**config.mk**
```make
export PLATFORM = sky130hd
export DESIGN_NAME = tcw_front
export DESIGN_NICKNAME = d
export VERILOG_FILES = /design/src/hdl/tcw_pkg.sv /design/src/hdl/tcw_front.sv
export SDC_FILE = /design/constraint.sdc
export NUM_CORES = 1
export LEC_CHECK = 0
export BUFFER_PORTS_ARGS = -buffer_cell sky130_fd_sc_hd__buf_2
export CAP_MARGIN = 20
export CORE_ASPECT_RATIO = 1.2
export CORE_MARGIN = 5
export CORE_UTILIZATION = 30
export CTS_BUF_LIST = sky130_fd_sc_hd__clkbuf_16
export DETAILED_ROUTE_END_ITERATION = 8
export GPL_TIMING_DRIVEN = 0
export HOLD_SLACK_MARGIN = 0.05
export PLACE_DENSITY = 0.59
export SLEW_MARGIN = 25
export SYNTH_ARGS = -nofsm -noshare
export SYNTH_HDL_FRONTEND = slang
export SYNTH_SLANG_ARGS = --single-unit
```
**constraint.sdc**
```tcl
create_clock -name clk_i -period 5.43 [get_ports clk_i]
set_clock_uncertainty 0.2 [all_clocks]
set_input_delay 0.2715 -clock clk_i [delete_from_list [all_inputs] [get_ports clk_i]]
set_output_delay 0.2715 -clock clk_i [all_outputs]
set_load 0.03 [all_outputs]
```
**src/hdl/tcw_pkg.sv**
```systemverilog
`timescale 1ns / 1ps
`default_nettype none

package tcw_pkg;

  localparam int unsigned MODE_W   = 2;
  localparam int unsigned CHAR_W   = 8;
  localparam int unsigned INDEX_W  = 11;
  localparam int unsigned CURSOR_W = 11;
  localparam int unsigned CELL_W   = 16;
  localparam int unsigned ATTR_W   = 8;

  localparam logic [MODE_W-1:0] MODE_PUT   = 2'd0;
  localparam logic [MODE_W-1:0] MODE_CLEAR = 2'd1;
  localparam logic [MODE_W-1:0] MODE_READ  = 2'd2;

  localparam logic [CHAR_W-1:0] NEWLINE_CODE  = 8'd10;
  localparam logic [CHAR_W-1:0] SPACE_CODE    = 8'h20;
  localparam logic [ATTR_W-1:0] DEFAULT_COLOR = 8'd10;

  typedef enum logic [2:0] {
    OP_NONE,
    OP_PUT,
    OP_NEWLINE,
    OP_CLEAR,
    OP_READ
  } op_e;

  typedef enum logic [2:0] {
    ST_INIT,
    ST_IDLE,
    ST_READ_WAIT,
    ST_SCROLL,
    ST_BLANK,
    ST_CLEAR,
    ST_RESULT
  } state_e;

  typedef struct packed {
    logic [MODE_W-1:0]  mode;
    logic [CHAR_W-1:0]  char_code;
    logic [INDEX_W-1:0] read_index;
  } in_word_t;

  typedef struct packed {
    logic [CURSOR_W-1:0] cursor_index;
    logic [CELL_W-1:0]   cell_data;
  } out_word_t;

  typedef struct packed {
    op_e                op;
    logic [CHAR_W-1:0]  char_code;
    logic [INDEX_W-1:0] read_index;
  } cmd_t;

endpackage

`default_nettype wire

```
**src/hdl/tcw_front.sv**
```systemverilog
`timescale 1ns / 1ps
`default_nettype none

module tcw_front #(
  parameter int unsigned COLUMNS = 80,
  parameter int unsigned ROWS    = 25
) (
  input  wire logic              clk_i,
  input  wire logic              rst_ni,
  input  wire logic              push_i,
  input  wire tcw_pkg::in_word_t push_word_i,
  output logic                   full_o,
  input  wire logic              busy_i,
  output logic                   cmd_valid_o,
  output tcw_pkg::cmd_t          cmd_o,
  input  wire logic              cmd_pop_i
);

  import tcw_pkg::*;

  localparam int unsigned CellCount = COLUMNS * ROWS;

  cmd_t       cmd_new;
  cmd_t       entry_q [2];
  logic       wr_ptr_q, wr_ptr_d;
  logic       rd_ptr_q, rd_ptr_d;
  logic [1:0] count_q, count_d;
  logic       push_ok;

  // classify
  always_comb begin
    cmd_new            = '0;
    cmd_new.op         = OP_NONE;
    cmd_new.char_code  = push_word_i.char_code;
    unique case (push_word_i.mode)
      MODE_PUT: begin
        cmd_new.op = (push_word_i.char_code == NEWLINE_CODE) ? OP_NEWLINE : OP_PUT;
      end
      MODE_CLEAR: begin
        cmd_new.op = OP_CLEAR;
      end
      MODE_READ: begin
        if (32'(push_word_i.read_index) < 32'(CellCount)) begin
          cmd_new.op         = OP_READ;
          cmd_new.read_index = push_word_i.read_index;
        end
      end
      default: begin
        cmd_new.op = OP_NONE;
      end
    endcase
  end

  assign full_o      = (count_q == 2'd2) || busy_i;
  assign push_ok     = push_i && !full_o;
  assign cmd_valid_o = (count_q != 2'd0);
  assign cmd_o       = entry_q[rd_ptr_q];

  always_comb begin
    wr_ptr_d = push_ok ? !wr_ptr_q : wr_ptr_q;
    rd_ptr_d = cmd_pop_i ? !rd_ptr_q : rd_ptr_q;
    count_d  = count_q + {1'b0, push_ok} - {1'b0, cmd_pop_i};
  end

  always_ff @(posedge clk_i or negedge rst_ni) begin
    if (!rst_ni) begin
      wr_ptr_q <= 1'b0;
      rd_ptr_q <= 1'b0;
      count_q  <= 2'd0;
    end else begin
      wr_ptr_q <= wr_ptr_d;
      rd_ptr_q <= rd_ptr_d;
      count_q  <= count_d;
    end
  end

  always_ff @(posedge clk_i) begin
    if (push_ok) begin
      entry_q[wr_ptr_q] <= cmd_new;
    end
  end

`ifndef SYNTHESIS
  a_pop_needs_entry: assert property (@(posedge clk_i) disable iff (!rst_ni)
    cmd_pop_i |-> (count_q != 2'd0))
    else $error("command popped from empty queue");

  a_count_bound: assert property (@(posedge clk_i) disable iff (!rst_ni)
    count_q != 2'd3)
    else $error("command queue overfilled");

  a_no_push_busy: assert property (@(posedge clk_i) disable iff (!rst_ni)
    busy_i |=> (count_q == $past(count_q)) || $past(cmd_pop_i))
    else $error("command taken during clearing pass");
`endif

endmodule

`default_nettype wire

```
==> impl_metrics.json, run 1 <==
{
  "post-route-period-util_pct": 36.2,
  "cts.repair.resized": 0,
  "yosys.area_share.simple_pct": 6.14,
  "seqCellArea_um2": 1420,
  "via_per_inst": 4.23,
  "gp_congestion": 0.682,
  "power_density_nw_per_um2": 485,
  "insertion_delay_ns": 0.28,
  "io_pins": 50,
  "diodes": 0,
  "area_growth_pct": 32.8,
  "ys_warn_count": 0,
  "grt_overflow_total": 0,
  "initial_core_util_pct": 30.4,
  "rsz0062_at_grt": "no",
  "p_total_mw": 1.25,
  "max-clock-path-buffers": 2,
  "clock_sinks": 48,
  "final_cell_area_um2": 2570,
  "cp-start-kind": "flip-flop",
  "synth_top_family_by_area": "multiplexers",
  "yosysUniqueCellTypes": 23,
  "finalSetupViolations": 0,
  "io_buffer_count": 49,
  "fin_tns_setup_ns": 0,
  "path_class": "flip-flop to output port",
  "cp_cell_sequence": "buf_4 > mux2_2 > buf_2",
  "required_ns": 4.96,
  "dpl.hpwl_um": 2460,
  "grt_use_total_pct": 9.19,
  "cp-end-kind": "output port",
  "rr_worst_depth": 3,
  "grt_max_degree": 23,
  "worstMarginPinSlew_ns": 0.698,
  "drc_errors": 0,
  "hold_class": "input port to flip-flop",
  "slew_viol_final": 0,
  "synth-compound-area-share_pct": 2.26,
  "wl_per_cell_um": 13.8,
  "worstPathArrival_ns": 1.50,
  "worstPathMaxFanout": 10,
  "fp-row-count": 32,
  "slowest_stage": "dfrtp_1",
  "dieHeight_um": 98.0,
  "firstDrtPassIters": 2,
  "synth-seq-cells": 48,
  "p_leak_nw": 0.991,
  "syn_inst": 108,
  "core_um2": 6370,
  "cts_tree": "yes",
  "cp_slowest_stage_delay_ns": 0.44,
  "synth_nets": 136,
  "wl_um": 3600,
  "antenna_found_initial": 0,
  "synth_xor_area_share_pct": 1.81,
  "synth_adder_area_share_pct": 1.29,
  "grt_pass1_vias": 1178,
  "placed_cell_area_um2": 2300,
  "die_area_um2": 8170,
  "num_vias": 1101,
  "drtAntennaViolNets": 0,
  "maxSlewHeadroom_pct": 53.3,
  "syn_avg_cell_area_um2": 17.9,
  "cts_root_buf": "clkbuf_16",
  "drt_iter0_drc": 27,
  "yosysSeqAreaShare_pct": 73.4,
  "nets": 202,
  "synthMuxAreaShare_pct": 12.8,
  "fin_crit_ns": 1.97,
  "drive_gt1_share_pct": 52.0,
  "cts_buffers": 5,
  "n_fill_cell": 585,
  "clkTransAtPathRegs_ns": 0.07,
  "fmax_mhz": 508,
  "die_w_um": 83.4,
  "status": "completed",
  "vdd_drop_max_mv": 0.164,
  "hold_violations": 0,
  "multi_input_area_um2": 485,
  "grt_pass1_wl_um": 5800,
  "post_cts_buffers": 0,
  "whs_path_depth": 2,
  "cts_max_level": 2,
  "cap_violations": 0,
  "netlist_area_um2": 1940
}
-- cells by family (layout without fill, tap and decap cells) --
kind of cell,Yosys count,in the layout
compound gates,6,6
buf+inv,8,75
fa+ha+maj,2,2
mux,22,22
xor+xnor,4,4
simple gates,18,18
flops,48,48
-- cells in the final DEF, fill, tap and decap left out --
master	n
buf_2	49
edfxtp_1	44
mux2_2	22
dlygate4sd3_1	10
and2_1	6
inv_1	5
clkbuf_16	5
dfrtp_1	4
xnor2_1	3
and2_4	3
and2_2	2
buf_4	2
nor2_4	2
ha_1	2
nand4_1	1
o21ai_1	1
o211a_1	1
buf_6	1
o21ai_0	1
o211ai_2	1
nor4_1	1
nor4bb_1	1
a31oi_1	1
a21oi_1	1
nor2_1	1
or2_2	1
xor2_1	1
clkinvlp_4	1
clkinv_2	1
bufinv_16	1
-- worst max-delay path, delay by kind of cell, from the launching register on --
family,cells,cell delay (ns)
buf+inv,2,0.41
mux,1,0.36
flops,1,0.44
-- state kept, by name, summed over array words and instances (netlist names) --
register and count:
wr_ptr_q 1, rd_ptr_q 1, count_q 2, entry_q 44
-- power breakdown --
part	switching, mW	internal, mW	leakage (nW)
Sequential	0.0261	0.467	0.454
Combinational	0.257	0.157	0.457
Clock	0.125	0.216	0.0798
-- cells in the mapped netlist --
cell type / instances / area share, %
and2_4: 3 / 1.4
edfxtp_1: 44 / 68
o211a_1: 1 / 0.52
o21ai_0: 1 / 0.26
o211ai_2: 1 / 0.65
o21ai_1: 1 / 0.26
a31oi_1: 1 / 0.32
nor2_1: 3 / 0.58
and2_1: 6 / 1.9
dfrtp_1: 4 / 5.2
nor4bb_1: 1 / 0.52
mux2_2: 22 / 13
buf_6: 1 / 0.58
nor4_1: 1 / 0.32
or2_2: 1 / 0.32
inv_1: 5 / 0.97
xnor2_1: 3 / 1.4
nand4_1: 1 / 0.32
ha_1: 2 / 1.3
a21oi_1: 1 / 0.26
xor2_1: 1 / 0.45
and2_2: 2 / 0.77
buf_4: 2 / 0.77
-- what timing repair did --
item	in CTS	in global routing
endpoints found under the hold margin	21	0
hold buffers	10	0
setup endpoints to repair	0	0
-- worst paths after layout --
kind | to | slack (ns) | from
max in group asynchronous | count_q[0]$_DFF_PN0_ | 4.79 | rst_ni
worst max register to register | entry_q[0][3]$_DFFE_PP_ | 3.57 | count_q[1]$_DFF_PN0_
min in group asynchronous | count_q[1]$_DFF_PN0_ | 0.11 | rst_ni
worst min register to register | count_q[1]$_DFF_PN0_ | 0.30 | count_q[1]$_DFF_PN0_
worst max-delay path | cmd_o[17] | 3.46 | rd_ptr_q$_DFFE_PN0P_
worst min-delay path | entry_q[1][1]$_DFFE_PP_ | 0.09 | push_word_i[1]
-- through the flow --
step	utilization (%)	instances	hold WS, ns	setup WS [ns]
floorplan	-	108	-0.224	3.28
global placement	35.9	242	-0.115	2.66
detailed placement	36.2	242	-0.117	3.57
CTS	40.4	260	0.0839	3.42
global route	40.4	260	0.0917	3.38
finish	40.4	260	0.0880	3.46
-- routing by layer --
metal	vias up	GRT usage (%)	share of wire [%]
met5	-	0	0
met4	0	5.28	2.5
met3	7	2.70	5.5
met2	33	15.7	51
met1	525	10.2	41
li1	536	-	-
-- cell type report --
type | instances | share of cell area [%]
clock buffer | 5 | 4.87
buffer | 3 | 1.02
inverter | 5 | 0.730
tap | 85 | 4.14
clock inverter | 3 | 1.65
multi-input combinational | 52 | 18.9
timing repair buffer | 59 | 13.4
sequential | 48 | 55.3
No activity file was read; power rests on OpenSTA's default activity.
==> run 2, diff against run 1 <==
PLACE_DENSITY = 0.61   (was 0.59)
clock period = 1.7 ns   (was 5.43 ns; I/O delays follow)
==> impl_metrics.json, run 2 (synthesis results as in run 1) <==
{
  "die_area_um2": 8170,
  "firstDrtPassIters": 3,
  "power_density_nw_per_um2": 1500,
  "path_class": "flip-flop to flip-flop",
  "via_per_inst": 4.19,
  "required_ns": 1.41,
  "worstPathArrival_ns": 1.46,
  "diodes": 0,
  "grt_pass1_vias": 1301,
  "clkPwrFrac_pct": 20.7,
  "cp-end-kind": "flip-flop",
  "layout_commonest_cell": "edfxtp_1",
  "rr_worst_depth": 3,
  "largest_reg_flops": 44,
  "cap_violations": 0,
  "cts_root_buf": "clkbuf_16",
  "critPathBufInv": 1,
  "hold_end": "wr_ptr_q$_DFFE_PN0P_",
  "io_buffer_count": 49,
  "intPower_mw": 3.00,
  "grt_use_total_pct": 9.73,
  "cts_buffers": 5,
  "cp-start-kind": "flip-flop",
  "vdd_drop_max_mv": 0.511,
  "drtAntennaViolNets": 0,
  "violations": "negative hold slack, negative setup slack",
  "area_growth_pct": 53.4,
  "ctsHoldBuffers": 24,
  "cts_tree": "yes",
  "core_um2": 6370,
  "worstMarginPinSlew_ns": 0.667,
  "grt_max_degree": 23,
  "fin_crit_ns": 1.74,
  "clock_sinks": 48,
  "num_vias": 1177,
  "drt_iter0_drc": 54,
  "clkTransAtPathRegs_ns": 0.06,
  "r2r_slack_ns": -0.04,
  "hold_start": "push_i",
  "reg_top3": "entry_q (44), count_q (2)",
  "cp_slowest_stage_delay_ns": 0.55,
  "rsz0062_at_grt": "yes",
  "status": "finished, violations left",
  "initial_core_util_pct": 30.4,
  "hold_violations": 1,
  "slowest_stage": "nor2_4",
  "cp_cell_sequence": "inv_2 > o211ai_4 > nor2_4",
  "die_w_um": 83.4,
  "nets": 223,
  "largest-register": "entry_q",
  "switching_share_pct": 32.7,
  "drive_gt1_share_pct": 52.6,
  "wl_um": 4060,
  "maxSlewHeadroom_pct": 55.4,
  "final_cell_mix": "44 x edfxtp_1, 35 x buf_2, 24 x dlygate4sd3_1",
  "dpl.hpwl_um": 2560,
  "r2r-start": "count_q[1]$_DFF_PN0_",
  "setup_ws_ns": -0.0430,
  "insertion_delay_ns": 0.28,
  "hold_class": "input port to flip-flop",
  "worstPathMaxFanout": 22,
  "post-route-period-util_pct": 103,
  "dieHeight_um": 98.0,
  "max-clock-path-buffers": 2,
  "p_seq_share_pct": 36.3,
  "grt_pass1_wl_um": 6210,
  "grt_overflow_total": 0,
  "pwr-share-comb_pct": 43.1,
  "antenna_found_initial": 0,
  "critPathTopFamily": "simple AND/OR/NAND/NOR gates",
  "hold-worst-slack_ns": -0.0126,
  "finalSetupViolations": 58,
  "fin_tns_setup_ns": -1.95,
  "fp-row-count": 32,
  "power.switching_mw": 1.46,
  "fmax_mhz": 574,
  "whs_path_depth": 3,
  "slew_viol_final": 0,
  "wl_per_cell_um": 14.4,
  "gp_congestion": 0.667,
  "final_util_pct": 46.7,
  "rr_endpoint": "entry_q[1][8]$_DFFE_PP_",
  "drc_errors": 0,
  "cts_max_level": 2,
  "p_leak_nw": 1.18,
  "io_pins": 50
}
==> run 2: cell types whose count changed in the layout (fill, tap and decap cells not counted), moves of 2 or more <==
cell           change
buf_4              +3
dlygate4sd3_1     +14
mux2_4            +14
dfrtp_2            +2
dfrtp_1            -2
buf_8              +2
inv_2              +2
buf_6             +14
clkbuf_16          +2
mux2_2            -14
ha_4               +2
buf_2             -14
ha_1               -2
==> run 2: per-layer routing <==
| metal | vias up | track usage [%] | wire [um] |
|---|---|---|---|
| met2 | 36 | 17.0 | 2170 |
| met1 | 562 | 10.8 | 1650 |
| li1 | 574 | - | - |
| met4 | 0 | 4.15 | 40 |
| met3 | 5 | 3.12 | 204 |
| met5 | - | 0 | 0 |
==> run 2: cell type report <==
class	count	area, um2
plain buffers	3	41.3
clock buffers	5	125
clock inverters	3	15.0
fillers	549	3400
inverters	5	18.8
multi-input cells	52	579
flip-flops and latches	48	1420
well taps	85	106
repair buffers	80	661
==> run 2: how the worst max path moves through the flow <==
| stage | startpoint | to | cells past startpoint |
|---|---|---|---|
| after floorplan | count_q[1]$_DFF_PN0_ | entry_q[0][0]$_DFFE_PP_ | 3 |
| after global placement | count_q[1]$_DFF_PN0_ | entry_q[0][8]$_DFFE_PP_ | 3 |
| after detailed placement | count_q[1]$_DFF_PN0_ | entry_q[1][7]$_DFFE_PP_ | 3 |
| after CTS | count_q[0]$_DFF_PN0_ | count_q[1]$_DFF_PN0_ | 6 |
| after global routing | count_q[1]$_DFF_PN0_ | entry_q[0][21]$_DFFE_PP_ | 3 |
| final | count_q[1]$_DFF_PN0_ | entry_q[1][8]$_DFFE_PP_ | 3 |
==> run 2: what timing repair did <==
action | CTS | global route
gates resized for setup | 6 | 63
pin swaps | 2 | 4
gates cloned | 0 | 2
buffers inserted | 2 | 3
hold endpoints to repair | 48 | 1
endpoints found under the setup margin | 65 | 64
==> run 2: per-stage QoR <==
step | setup slack (ns) | instance area (um2) | cells | power [mW]
final | -0.0430 | 2970 | 281 | 4.46
after global routing | -0.122 | 2970 | 281 | 4.67
after CTS | -0.0797 | 2720 | 276 | 3.99
after detailed placement | -0.157 | 2300 | 242 | 2.93
after global placement | -0.513 | 2290 | 242 | 2.91
after floorplan | -0.102 | 1940 | 108 | 2.55
==> run 2: power groups by stage <==
stage	registers (mW)	clock network, mW	logic, mW
finish	1.62	0.921	1.92
detailed placement	1.60	0	1.33
floorplan	1.58	0	0.978
CTS	1.59	0.943	1.46
global placement	1.59	0	1.31
global route	1.63	0.999	2.04
==> run 2: worst reg2reg max path: cells and delay by family (launching register included) <==
| kind | cells | cell delay (ns) |
|---|---|---|
| buf+inv | 1 | 0.08 |
| compound gates | 1 | 0.14 |
| simple gates | 1 | 0.55 |
| flops | 1 | 0.40 |
